File: src/rtl/dti_pkg.sv
// Shared constants, codes and types of the decision tree inference block.
`default_nettype none

package dti_pkg;

	localparam int unsigned MAX_NODES    = 64;
	localparam int unsigned NUM_FEATURES = 7;
	localparam int unsigned DEPTH_LIMIT  = 8;

	localparam int unsigned IDX_W  = 6;
	localparam int unsigned FEAT_W = 3;
	localparam int unsigned VAL_W  = 16;
	localparam int unsigned LVL_W  = $clog2(DEPTH_LIMIT + 1);

	// The node and feature limits are widened by one bit so that the compares stay exact.
	localparam logic [IDX_W:0]  IDX_LIMIT  = (IDX_W + 1)'(MAX_NODES);
	localparam logic [FEAT_W:0] FEAT_LIMIT = (FEAT_W + 1)'(NUM_FEATURES);
	localparam logic [LVL_W-1:0] LAST_LEVEL = LVL_W'(DEPTH_LIMIT - 1);

	typedef enum logic [1:0] {
		OP_WRITE   = 2'd0,
		OP_LOAD    = 2'd1,
		OP_PREDICT = 2'd2,
		OP_NONE    = 2'd3
	} op_t;

	typedef enum logic [2:0] {
		STAT_OK          = 3'd0,
		STAT_REJECT      = 3'd1,
		STAT_NO_TREE     = 3'd2,
		STAT_INVALID     = 3'd3,
		STAT_BAD_FEATURE = 3'd4,
		STAT_DEPTH       = 3'd5
	} status_t;

	typedef struct packed {
		logic [FEAT_W-1:0]       feature;
		logic signed [VAL_W-1:0] threshold;
		logic [IDX_W-1:0]        left;
		logic [IDX_W-1:0]        right;
		logic signed [VAL_W-1:0] value;
	} node_t;

	localparam int unsigned NODE_W = $bits(node_t);

endpackage

`default_nettype wire

File: src/rtl/dti_if.sv
// Channel interfaces of the decision tree inference block: request, response, configuration.
`default_nettype none

interface dti_req_if;
	logic                             valid;
	logic                             ready;
	logic [1:0]                       operation;
	logic [dti_pkg::IDX_W-1:0]        node_index;
	logic [dti_pkg::FEAT_W-1:0]       feature_select;
	logic signed [dti_pkg::VAL_W-1:0] split_threshold;
	logic [dti_pkg::IDX_W-1:0]        left_index;
	logic [dti_pkg::IDX_W-1:0]        right_index;
	logic signed [dti_pkg::VAL_W-1:0] leaf_value;
	logic signed [dti_pkg::VAL_W-1:0] feature_value;

	modport source (output valid, operation, node_index, feature_select, split_threshold,
		left_index, right_index, leaf_value, feature_value, input ready);
	modport sink (input valid, operation, node_index, feature_select, split_threshold,
		left_index, right_index, leaf_value, feature_value, output ready);
endinterface

interface dti_rsp_if;
	logic                             valid;
	logic                             ready;
	logic signed [dti_pkg::VAL_W-1:0] prediction;
	logic [2:0]                       status;
	logic [dti_pkg::IDX_W-1:0]        nodes_in_use;

	modport source (output valid, prediction, status, nodes_in_use, input ready);
	modport sink (input valid, prediction, status, nodes_in_use, output ready);
endinterface

interface dti_cfg_if;
	logic                      valid;
	logic                      ready;
	logic [dti_pkg::IDX_W-1:0] data;

	modport source (output valid, data, input ready);
	modport sink (input valid, data, output ready);
endinterface

`default_nettype wire

File: src/rtl/decision_tree_inference.sv
// Top level of the decision tree inference block: node table walk and request handling.
//
// Requests arrive as words on req; each one gives exactly one response word on rsp.
// A node write stores one node in the node table, a feature load sets one feature, and
// a predict walks the tree from the root held in the configuration register. The user
// must write it through cfg only while the block is idle; the block does not enforce it.
// A node write or feature load goes from acceptance to the result state and then into the
// response register. A predict reads one node per cycle from the node table RAM and
// visits at most DEPTH_LIMIT nodes before it moves to the result state.
// One request is worked on at a time; req.ready is high while the block is idle. The
// response register frees the request side: the next request is taken while a finished
// response still waits, and a new result waits in turn until the register is free.
// Reset empties the node table (every entry reads as a zero leaf through its valid bit),
// clears the features and the node count, and sets the root to node 1. There is no
// clearing pass. When the receiver stalls, the response word is held until taken.
`default_nettype none

module decision_tree_inference (
	input  wire logic clk,
	input  wire logic arst_n,
	dti_req_if.sink   req,
	dti_rsp_if.source rsp,
	dti_cfg_if.sink   cfg
);

	typedef enum logic [1:0] {
		S_IDLE,
		S_WALK,
		S_RESULT
	} state_t;

	state_t state_q;

	logic [dti_pkg::IDX_W-1:0]        root_q;
	logic [dti_pkg::IDX_W-1:0]        node_count_q;
	logic [dti_pkg::MAX_NODES-1:0]    valid_q;
	logic signed [dti_pkg::VAL_W-1:0] feat_q [dti_pkg::NUM_FEATURES];
	logic [dti_pkg::LVL_W-1:0]        level_q;
	logic                             vld_s1;
	logic signed [dti_pkg::VAL_W-1:0] res_pred_q;
	dti_pkg::status_t                 res_status_q;
	logic                             rsp_valid_q;
	logic signed [dti_pkg::VAL_W-1:0] rsp_pred_q;
	dti_pkg::status_t                 rsp_status_q;
	logic [dti_pkg::IDX_W-1:0]        rsp_count_q;

	logic                         accept;
	dti_pkg::op_t                 op;
	logic                         wr_en;
	logic [dti_pkg::NODE_W-1:0]   ram_rdata;
	dti_pkg::node_t               wr_node;
	dti_pkg::node_t               cur_node;
	logic [dti_pkg::IDX_W-1:0]    rd_addr;
	logic                         idx_write_bad;
	logic                         load_bad;
	logic                         root_bad;
	logic                         is_leaf;
	logic                         feat_bad;
	logic signed [dti_pkg::VAL_W-1:0] feat_val;
	logic                         go_left;
	logic [dti_pkg::IDX_W-1:0]    next_idx;
	logic                         next_bad;
	logic                         last_level;
	logic                         out_free;
	logic                         load_rsp;

	assign accept   = req.valid && req.ready;
	assign op       = dti_pkg::op_t'(req.operation);
	assign req.ready = (state_q == S_IDLE);
	assign cfg.ready = 1'b1;
	assign out_free = !rsp_valid_q || rsp.ready;
	assign load_rsp = (state_q == S_RESULT) && out_free;

	assign idx_write_bad = (req.node_index == '0) ||
		({1'b0, req.node_index} >= dti_pkg::IDX_LIMIT);
	assign load_bad = ({1'b0, req.feature_select} >= dti_pkg::FEAT_LIMIT);
	assign root_bad = (root_q > node_count_q) ||
		({1'b0, root_q} >= dti_pkg::IDX_LIMIT);

	assign wr_en = accept && (op == dti_pkg::OP_WRITE) && !idx_write_bad;
	always_comb begin
		wr_node.feature   = req.feature_select;
		wr_node.threshold = req.split_threshold;
		wr_node.left      = req.left_index;
		wr_node.right     = req.right_index;
		wr_node.value     = req.leaf_value;
	end

	// An entry never written reads as a zero leaf.
	assign cur_node = vld_s1 ? dti_pkg::node_t'(ram_rdata) : '0;

	assign is_leaf  = (cur_node.left == '0) && (cur_node.right == '0);
	assign feat_bad = ({1'b0, cur_node.feature} >= dti_pkg::FEAT_LIMIT);
	assign feat_val = feat_bad ? '0 : feat_q[cur_node.feature];
	assign go_left  = (feat_val <= cur_node.threshold);
	assign next_idx = go_left ? cur_node.left : cur_node.right;
	assign next_bad = (next_idx == '0) || (next_idx > node_count_q) ||
		({1'b0, next_idx} >= dti_pkg::IDX_LIMIT);
	assign last_level = (level_q == dti_pkg::LAST_LEVEL);

	// The root is read on the accepting edge, every later node straight from the walk.
	assign rd_addr = (state_q == S_IDLE) ? root_q : next_idx;

	dti_ram #(
		.WIDTH (dti_pkg::NODE_W),
		.DEPTH (dti_pkg::MAX_NODES)
	) u_node_ram (
		.clk     (clk),
		.wr_en   (wr_en),
		.wr_addr (req.node_index),
		.wr_data (wr_node),
		.rd_addr (rd_addr),
		.rd_data (ram_rdata)
	);

	always_ff @(posedge clk or negedge arst_n) begin
		if (!arst_n) begin
			state_q      <= S_IDLE;
			root_q       <= dti_pkg::IDX_W'(1);
			node_count_q <= '0;
			valid_q      <= '0;
			for (int i = 0; i < dti_pkg::NUM_FEATURES; i++) begin
				feat_q[i] <= '0;
			end
			level_q      <= '0;
			vld_s1       <= 1'b0;
			res_pred_q   <= '0;
			res_status_q <= dti_pkg::STAT_OK;
			rsp_valid_q  <= 1'b0;
			rsp_pred_q   <= '0;
			rsp_status_q <= dti_pkg::STAT_OK;
			rsp_count_q  <= '0;
		end else begin
			vld_s1 <= valid_q[rd_addr];
			if (cfg.valid && cfg.ready) begin
				root_q <= cfg.data;
			end
			if (load_rsp) begin
				rsp_valid_q <= 1'b1;
			end else if (rsp_valid_q && rsp.ready) begin
				rsp_valid_q <= 1'b0;
			end
			unique case (state_q)
				S_IDLE: begin
					if (accept) begin
						res_pred_q <= '0;
						level_q    <= '0;
						unique case (op)
							dti_pkg::OP_WRITE: begin
								state_q <= S_RESULT;
								if (idx_write_bad) begin
									res_status_q <= dti_pkg::STAT_REJECT;
								end else begin
									res_status_q <= dti_pkg::STAT_OK;
									valid_q[req.node_index] <= 1'b1;
									if (req.node_index > node_count_q) begin
										node_count_q <= req.node_index;
									end
								end
							end
							dti_pkg::OP_LOAD: begin
								state_q <= S_RESULT;
								if (load_bad) begin
									res_status_q <= dti_pkg::STAT_BAD_FEATURE;
								end else begin
									res_status_q <= dti_pkg::STAT_OK;
									feat_q[req.feature_select] <= req.feature_value;
								end
							end
							dti_pkg::OP_PREDICT: begin
								if (node_count_q == '0 || root_q == '0) begin
									res_status_q <= dti_pkg::STAT_NO_TREE;
									state_q      <= S_RESULT;
								end else if (root_bad) begin
									res_status_q <= dti_pkg::STAT_INVALID;
									state_q      <= S_RESULT;
								end else begin
									res_status_q <= dti_pkg::STAT_OK;
									state_q      <= S_WALK;
								end
							end
							dti_pkg::OP_NONE: begin
								res_status_q <= dti_pkg::STAT_OK;
								state_q      <= S_RESULT;
							end
						endcase
					end
				end
				S_WALK: begin
					priority if (is_leaf) begin
						res_pred_q <= cur_node.value;
						state_q    <= S_RESULT;
					end else if (feat_bad) begin
						res_status_q <= dti_pkg::STAT_BAD_FEATURE;
						state_q      <= S_RESULT;
					end else if (last_level) begin
						res_status_q <= dti_pkg::STAT_DEPTH;
						state_q      <= S_RESULT;
					end else if (next_bad) begin
						res_status_q <= dti_pkg::STAT_INVALID;
						state_q      <= S_RESULT;
					end else begin
						level_q <= level_q + 1'b1;
					end
				end
				S_RESULT: begin
					if (load_rsp) begin
						rsp_pred_q   <= res_pred_q;
						rsp_status_q <= res_status_q;
						rsp_count_q  <= node_count_q;
						state_q      <= S_IDLE;
					end
				end
				default: begin
					state_q <= S_IDLE;
				end
			endcase
		end
	end

	assign rsp.valid        = rsp_valid_q;
	assign rsp.prediction   = rsp_pred_q;
	assign rsp.status       = rsp_status_q;
	assign rsp.nodes_in_use = rsp_count_q;

	// Every failed word carries a zero prediction.
	a_err_zero: assert property (@(posedge clk) disable iff (!arst_n)
		(rsp_valid_q && rsp_status_q != dti_pkg::STAT_OK) |-> (rsp_pred_q == '0))
		else $error("error response with nonzero prediction");

	// The node count only grows.
	a_count_mono: assert property (@(posedge clk) disable iff (!arst_n)
		node_count_q >= $past(node_count_q))
		else $error("node count decreased");

	// The walk never reads more nodes than the depth limit allows.
	a_level_bound: assert property (@(posedge clk) disable iff (!arst_n)
		(state_q == S_WALK) |-> (level_q <= dti_pkg::LAST_LEVEL))
		else $error("walk level beyond depth limit");

	// An accepted node write marks its entry valid.
	a_write_valid: assert property (@(posedge clk) disable iff (!arst_n)
		wr_en |=> valid_q[$past(req.node_index)])
		else $error("written node not marked valid");

	// A response word is only loaded when the register is free.
	a_no_overwrite: assert property (@(posedge clk) disable iff (!arst_n)
		(rsp_valid_q && !rsp.ready) |=> $stable(rsp_status_q) && $stable(rsp_count_q))
		else $error("pending response overwritten");

endmodule

`default_nettype wire

File: src/rtl/dti_ram.sv
// Generic single-port-write, single-port-read RAM with a registered read.
`default_nettype none

module dti_ram #(
	parameter int unsigned WIDTH = 8,
	parameter int unsigned DEPTH = 16
) (
	input  wire logic                     clk,
	input  wire logic                     wr_en,
	input  wire logic [$clog2(DEPTH)-1:0] wr_addr,
	input  wire logic [WIDTH-1:0]         wr_data,
	input  wire logic [$clog2(DEPTH)-1:0] rd_addr,
	output logic      [WIDTH-1:0]         rd_data
);

	logic [WIDTH-1:0] mem [DEPTH];

	always_ff @(posedge clk) begin
		if (wr_en) begin
			mem[wr_addr] <= wr_data;
		end
		rd_data <= mem[rd_addr];
	end

endmodule

`default_nettype wire
File: src/flat_wrapper.sv
// flat-port wrapper written by rule: the top's interface ports become plain ports
module decision_tree_inference_flat 
  (clk, arst_n, req_valid, req_operation, req_node_index, req_feature_select, req_split_threshold, req_left_index, req_right_index, req_leaf_value, req_feature_value, req_ready, rsp_valid, rsp_prediction, rsp_status, rsp_nodes_in_use, rsp_ready, cfg_valid, cfg_data, cfg_ready);
  dti_req_if req_i ();
  dti_rsp_if rsp_i ();
  dti_cfg_if cfg_i ();
  input  wire logic clk;
  input  wire logic arst_n;
  input wire logic [$bits(req_i.valid)-1:0] req_valid;
  input wire logic [$bits(req_i.operation)-1:0] req_operation;
  input wire logic [$bits(req_i.node_index)-1:0] req_node_index;
  input wire logic [$bits(req_i.feature_select)-1:0] req_feature_select;
  input wire logic [$bits(req_i.split_threshold)-1:0] req_split_threshold;
  input wire logic [$bits(req_i.left_index)-1:0] req_left_index;
  input wire logic [$bits(req_i.right_index)-1:0] req_right_index;
  input wire logic [$bits(req_i.leaf_value)-1:0] req_leaf_value;
  input wire logic [$bits(req_i.feature_value)-1:0] req_feature_value;
  output wire logic [$bits(req_i.ready)-1:0] req_ready;
  output wire logic [$bits(rsp_i.valid)-1:0] rsp_valid;
  output wire logic [$bits(rsp_i.prediction)-1:0] rsp_prediction;
  output wire logic [$bits(rsp_i.status)-1:0] rsp_status;
  output wire logic [$bits(rsp_i.nodes_in_use)-1:0] rsp_nodes_in_use;
  input wire logic [$bits(rsp_i.ready)-1:0] rsp_ready;
  input wire logic [$bits(cfg_i.valid)-1:0] cfg_valid;
  input wire logic [$bits(cfg_i.data)-1:0] cfg_data;
  output wire logic [$bits(cfg_i.ready)-1:0] cfg_ready;
  assign req_i.valid = req_valid;
  assign req_i.operation = req_operation;
  assign req_i.node_index = req_node_index;
  assign req_i.feature_select = req_feature_select;
  assign req_i.split_threshold = req_split_threshold;
  assign req_i.left_index = req_left_index;
  assign req_i.right_index = req_right_index;
  assign req_i.leaf_value = req_leaf_value;
  assign req_i.feature_value = req_feature_value;
  assign req_ready = req_i.ready;
  assign rsp_valid = rsp_i.valid;
  assign rsp_prediction = rsp_i.prediction;
  assign rsp_status = rsp_i.status;
  assign rsp_nodes_in_use = rsp_i.nodes_in_use;
  assign rsp_i.ready = rsp_ready;
  assign cfg_i.valid = cfg_valid;
  assign cfg_i.data = cfg_data;
  assign cfg_ready = cfg_i.ready;
  decision_tree_inference u_core (.clk(clk), .arst_n(arst_n), .req(req_i), .rsp(rsp_i), .cfg(cfg_i));
endmodule
File: config.mk
export PLATFORM = sky130hd
export DESIGN_NAME = decision_tree_inference_flat
export DESIGN_NICKNAME = d
export VERILOG_FILES = /design/src/rtl/dti_pkg.sv /design/src/rtl/dti_if.sv /design/src/rtl/decision_tree_inference.sv /design/src/rtl/dti_ram.sv /design/src/flat_wrapper.sv
export SDC_FILE = /design/constraint.sdc
export NUM_CORES = 2
export LEC_CHECK = 0
export ABC_AREA = 1
export BUFFER_PORTS_ARGS = -buffer_cell sky130_fd_sc_hd__buf_2
export CAP_MARGIN = 25
export CORE_MARGIN = 4
export CORE_UTILIZATION = 31
export DETAILED_ROUTE_END_ITERATION = 8
export SLEW_MARGIN = 30
export SYNTH_ARGS = -nofsm -noshare
export SYNTH_HDL_FRONTEND = slang
export SYNTH_SLANG_ARGS = --single-unit
File: constraint.sdc
create_clock -name clk -period 8.01 [get_ports clk]
set_input_delay 1.2015 -clock clk [delete_from_list [all_inputs] [get_ports clk]]
set_output_delay 1.2015 -clock clk [all_outputs]
set_load 0.01 [all_outputs]
**After elaboration in Yosys (flattened, before gate mapping)**

Memories as Yosys holds them, arrays and structs flattened. A register that Yosys moved wholly into a read port is not among the register bits.
Index checks and enable logic that the tools add are counted.

- Register bits after elaboration: 240
- Latch bits: 0
- RAM bits: 3008
- ROM bits: 0
- Input port bits: 82
- Output and inout bits: 28
- Word-level logic and storage cells: 133
- Memories kept: 1

- Add/sub/neg operators: 1
- Multipliers: 0
- Divide/modulo/power cells: 0
- Magnitude comparators: 12
- Eq/ne operators: 15
- Shifts and indexed selects: 0
- Mux-type cells: 48
- Bitwise logic cells: 5
- Reductions and logical operators: 32

Memory list:

| memory | depth | width | read ports | clocked after memory_dff | wr ports | line | source |
|---|---|---|---|---|---|---|---|
| u_core.u_node_ram.mem | 64 | 47 | 1 | 1 | 1 | dti_ram.sv:16 | `logic [WIDTH-1:0] mem [DEPTH];` |

Operators with widths:

| cell | count |
|---|---|
| bitwise mux 112 bit | 1 |
| 2-to-1 mux 16 bit | 6 |
| bitwise OR 64 bit | 1 |
| binary-select mux 16 bit (select 3 bit) | 1 |
| demux 16 bit (select 3 bit) | 1 |
| 2-to-1 mux 47 bit | 1 |
| zero test 6 bit | 6 |
| one-hot mux 16 bit (2 select lines) | 1 |
| 2-to-1 mux 3 bit | 7 |
| 2-to-1 mux 4 bit | 5 |
| greater-than comparator 6 bit | 3 |
| 2-to-1 mux 2 bit | 9 |
| <= comparator 16 bit | 1 |
| less-than comparator 6 x 7 -> 1 bit (second input constant) | 2 |
| 2-to-1 mux 6 bit | 2 |
| one-hot mux 3 bit (4 select lines) | 1 |
| AND reduction 4 bit | 3 |
| != test 2 bit (second input constant) | 5 |
| >= comparator 4 bit (second input constant) | 2 |
| logical AND 1 bit | 8 |
| inverter 3 -> 4 bit | 2 |
| one-hot mux 4 bit (2 select lines) | 1 |
| 2-to-1 mux 1 bit | 7 |
| binary-select mux 1 bit (select 6 bit) | 1 |
| other kinds (24) | 36 |

**Depth between registers and ports, before layout**

- Word-level depth: 15
- Mapped depth: 35
- Gate-level depth less buffers: 30

**By module**

A second synthesis with hierarchy kept.

- Cell total of the unflattened synthesis: 11351
- Area, all modules: 132876.2 um^2

By module, submodules not included:

| module | times used | cells an instance | area an instance (um^2) | sequential area each (um^2) |
|---|---|---|---|---|
| dti_ram | 1 | 9905 | 120994.8 | 91267.5 |
| decision_tree_inference | 1 | 1446 | 11881.4 | 6007.0 |

**Worst setup path after synthesis**

Ideal clock, no wire load.

- Path type: input -> register
- Start: in req_node_index[5]
- End: mem u_core.u_node_ram.mem[40][0] in the netlist's numbering (enable)
- Library setup time: 0.452 ns
- Data arrival time: 4.749 ns
- Required time: 7.558 ns
- Path slack: 2.809 ns
- Stages: 10
- Buffers on the path: 2
- Cell sequence: clkbuf_1 > nor3_1 > nand2_1 > inv_1 > nor4_1 > inv_1 > nor2_1 > nand3_1 > clkbuf_1 > nor2_1

- Longest elaborated chain between the ends: 5

RTL lines:

| element | line | source |
|---|---|---|
| start, declared | flat_wrapper.sv:11 | `input wire logic [$bits(req_i.node_index)-1:0] req_node_index;` |
| zero test 6 bit | decision_tree_inference.sv:74 | `assign idx_write_bad = (req.node_index == '0) \|\|` |
| zero test 1 bit | decision_tree_inference.sv:80 | `assign wr_en = accept && (op == dti_pkg::OP_WRITE) && !idx_write_bad;` |
| logical AND 1 bit | decision_tree_inference.sv:80 |  |
| 2-to-1 mux 1 bit | dti_ram.sv:19 | `if (wr_en) begin` |
| 2-to-1 mux 1 bit (implied by the code) | dti_ram.sv:20 | `mem[wr_addr] <= wr_data;` |
| end, declared | dti_ram.sv:16 |  |

Parallel ways exist; a longest one is shown, timed or not.

**Worst setup path after layout**

- Start: reg u_core.vld_s1
- End: reg u_core.u_node_ram.rd_data[10] (read register of u_core.u_node_ram.mem)

- Longest elaborated chain between the ends: 9
- Elaborated cells between the ends (all ways): 10
- Classes of those cells: order compare: 2; mux: 7; bitwise: 1

RTL lines:

| element | line | source |
|---|---|---|
| start, declared | decision_tree_inference.sv:39 | `logic vld_s1;` |
| start signal, assigned | decision_tree_inference.sv:134 | `vld_s1 <= valid_q[rd_addr];` |
| 2-to-1 mux 47 bit (*) | decision_tree_inference.sv:90 | `assign cur_node = vld_s1 ? dti_pkg::node_t'(ram_rdata) : '0;` |
| inverter 3 -> 4 bit (implied by the code) | decision_tree_inference.sv:94 | `assign feat_val = feat_bad ? '0 : feat_q[cur_node.feature];` |
| binary-select mux 16 bit (select 3 bit) | decision_tree_inference.sv:94 |  |
| 2-to-1 mux 16 bit (implied by the code) (2 in series) | decision_tree_inference.sv:94 |  |
| 2-to-1 mux 16 bit | decision_tree_inference.sv:94 |  |
| <= comparator 16 bit | decision_tree_inference.sv:95 | `assign go_left = (feat_val <= cur_node.threshold);` |
| 2-to-1 mux 6 bit (*) | decision_tree_inference.sv:96 | `assign next_idx = go_left ? cur_node.left : cur_node.right;` |
| 2-to-1 mux 6 bit (*) | decision_tree_inference.sv:102 | `assign rd_addr = (state_q == S_IDLE) ? root_q : next_idx;` |
| end, declared | dti_ram.sv:13 | `output logic [WIDTH-1:0] rd_data` |

Mark *: on every way between the ends. The rest lies on a longest branch, timed or not. The select of a mux whose other input is x is not followed.
A chain may end at the register's enable or synchronous reset.

==> flow_summary.yaml <==
clock_network:
  cts_repair_resize_count: 0
  cts_tree: "built"
  insertion_delay_ps: 900
  ctsRootBufferMaster: "sky130_fd_sc_hd__clkbuf_16"
  cts-buffers-inserted: 337
  clk_pin_slew_worst_paths_ps: 60
  cts_setup_buffers: 0
  cts_hold_repair.buffers: 0
  cts.sinks: 3295
  cts-root-to-sink-buffers: 4
  cts.htree.levels: 5
route:
  detailroute.via_count: 99700
  met2WireLength_um: 206000
  routedLengthMet1_um: 181000
  route.antenna.remaining_nets: 0
  viasPerCell: 4.85
  detail_route.wl_per_cell_um: 21.9
  drt-pass1-iter-count: 6
  post-route-drc-count: 0
  drt_first_iter_violations: 12500
  detail_route.wirelength_um: 450000
  met3WireLength_um: 44600
  topRoutingLayerUsed: "met5"
timing:
  finalHoldViolCount: 0
  layout_min_cycle_time_ps: 7350
  layout_worst_path_cycle_share_pct: 91.7
  report.final.slew_viol_count: 0
  fin_tns_setup_ps: 0
  timing.max_slew.rel_slack_pct: 27.3
  unrepaired_setup_endpoints_after_global_routing: "no"
  clock_skew_ps: 51.6
  tightest_slew_ps: 1090
  setup_violations: 0
  max_clock_freq_mhz: 136
die:
  row_count: 249
  initial_core_util_pct: 31.2
  total_die_area_sq_mm: 0.474
  floorplan.die.width_um: 689
  pin_count: 110
  placeable_core_area_sq_mm: 0.461
  floorplan.die.height_um: 689
outcome:
  run_status: "finished, final reports clean"
job:
  timing.max_cap.violations: 0
yosys:
  list_of_most_frequent_post_synthesis_cells: "sky130_fd_sc_hd__nand2_1, sky130_fd_sc_hd__nand3_1, sky130_fd_sc_hd__edfxtp_1, sky130_fd_sc_hd__inv_1, sky130_fd_sc_hd__buf_2"
  ys_seq_area_share_pct: 67.7
  synthDistinctLibCells: 51
  synth-main-ff-cell: "sky130_fd_sc_hd__edfxtp_1"
  syn_area_per_cell_sq_um: 10.2
  post_synth_inst_count: 14100
  syn-cell-area_sq_mm: 0.144
  synth_enable_flop_cells: 3008
  yosysWarningCount: 0
  netlist.top_cell.by_area: "sky130_fd_sc_hd__edfxtp_1"
  synth_seq_cells: 3295
  synth.top_cells.by_area: "sky130_fd_sc_hd__edfxtp_1, sky130_fd_sc_hd__nand3_1, sky130_fd_sc_hd__nand2_1, sky130_fd_sc_hd__inv_1, sky130_fd_sc_hd__dfrtp_1"
  ys_async_sr_fraction_pct: 7.28
  synth_most_common_cell: "sky130_fd_sc_hd__nand2_1"
  synth_top_area_share_pct: 62.9
critical_path:
  worstSetupStartpointType: "register"
  critPathArrivalTime_ps: 8120
  critPathMostFrequentCell: "sky130_fd_sc_hd__nand3_1"
  critPathMaxFanout: 108
  worst-setup-path-type: "register to register"
  worstPathCellList: "buf_4, nand2_1, inv_1, o32ai_1, inv_1, ha_1, a21oi_1, o21ai_1, a21oi_2, nand2_1, nand2_2, nand3_2, nand2_2, nand3_4, nand2_8, buf_12, nand2_1, nand3_1, nand3_1, nand3_1, nand3_1, nand3_1, nand2_1"
  worst_setup_path_end_kind: "register"
  critical_path.max_stage_delay_ps: 950
  worst-path-buf-inv: 4
  required_ps: 8790
  cell_type_group_with_the_largest_total_delay_on_the_critical_path: "simple AND/OR/NAND/NOR gates"
  timing.critical_path.slowest_stage_cell: "sky130_fd_sc_hd__nand2_8"
grt:
  globalRouteOverflowTotal: 0
  antenna_found_initial: 39
  grt_max_degree: 134
  vias_in_the_first_global_route: 92400
  grt_pass1_wl_um: 647000
  grt_use_total_pct: 18.4
placement:
  hpwl_um: 235000
  io_buffer_count: 108
  gpl.final_weighted_congestion: 0.811
final_layout:
  syn2layout_area_growth_pct: 14.1
  net_count_reported_at_finish: 14300
  nFillCells: 45100
  drive_above_1_share_pct: 7.03
worst_hold_path:
  hold_path.class: "primary input to asynchronous set/reset pin"
==> flip-flops by register name, summed over array words and instances (netlist names) <==
register,count
u_core.u_node_ram.mem,3008
u_core.feat_q,112
u_core.valid_q,64
u_core.u_node_ram.rd_data,47
u_core.res_pred_q,16
u_core.rsp.prediction,16
u_core.node_count_q,6
u_core.root_q,6
u_core.rsp.nodes_in_use,6
u_core.level_q,4
u_core.res_status_q,3
u_core.rsp.status,3
u_core.state_q,2
u_core.rsp.valid,1
u_core.vld_s1,1
==> routing by layer <==
metal | global-route usage, % | up-vias
met3 | 3.36 | 887
met2 | 29.8 | 4722
li1 | - | 45600
met1 | 24.6 | 48500
met4 | 6.86 | 12
met5 | 0 | -
==> final timing paths <==
kind,start,endpoint,depth (start not counted),slack [ps]
max,u_core.vld_s1,u_core.u_node_ram.rd_data[10],23,660
min,arst_n,u_core.rsp.prediction[9],1,210
max reg2reg,u_core.vld_s1,u_core.u_node_ram.rd_data[10],23,660
min reg2reg,u_core.valid_q[0],u_core.valid_q[0],0,390
max in group asynchronous,arst_n,u_core.feat_q[24],3,6450
min in group clk,u_core.valid_q[0],u_core.valid_q[0],0,390
==> cell families (layout without fill, tap and decap cells) <==
kind of cell,Yosys count,count (layout),synth area share [%]
other,2,65,0.00523
XOR/XNOR,1,1,0.00610
AND/OR/NAND/NOR,6703,6703,20.3
adder cells (fa/ha/maj),35,35,0.305
AO/OA/AOI/OAI,338,338,1.27
flip-flops,3295,3295,67.7
buffers and inverters,3701,3984,10.4
multiplexers,2,2,0.0157
==> cell usage in the layout, fill, tap and decap left out, drive strengths merged, types with 4 or more instances in the layout <==
cell type and n:
buf 425, diode 17, dfxtp 47, nand3 3054
or2 4, a21oi 36, clkinv 102, o221ai 5
dfrtp 239, nand2 3490, inv 2964, clkbuf 452
nor2 124, a22o 5, nor3 12, o32ai 5
a31oi 8, o21ai 264, ha 35, edfxtp 3008
conb 48, nor4 4, nand4 13, clkinvlp 4
o211ai 5, bufinv 37
==> per-stage QoR <==
| stage | hold slack [ps] | std cells | cell area (sq um) | worst slack, ps | util (%) |
|---|---|---|---|---|---|
| 4_1_cts | 155 | 20600 | 164000 | 246 | 35.5 |
| 6_report | 210 | 20600 | 164000 | 663 | 35.5 |
| 3_3_place_gp | 369 | 19900 | 152000 | 407 | 33.0 |
| 2_1_floorplan | 427 | 14100 | 144000 | 2810 | - |
| 3_5_place_dp | 366 | 19900 | 153000 | 302 | 33.1 |
| 5_1_grt | 204 | 20600 | 164000 | 326 | 35.5 |
==> cell type report <==
cell class              instances  area, sq um  area share, %
well taps                    6149         7690           4.70
flip-flops and latches       3295        97300           59.4
multi-input cells            7127        32200           19.6
repair buffers                425         4380           2.67
clock inverters               157         1810           1.11
clock buffers                 452         9290           5.67
inverters                    2950        11100           6.78
diodes                         17         42.5         0.0260
Power is left out: the tool's default activity adds up to more than one toggle a clock period on the data nets, which glitch-free logic cannot reach.
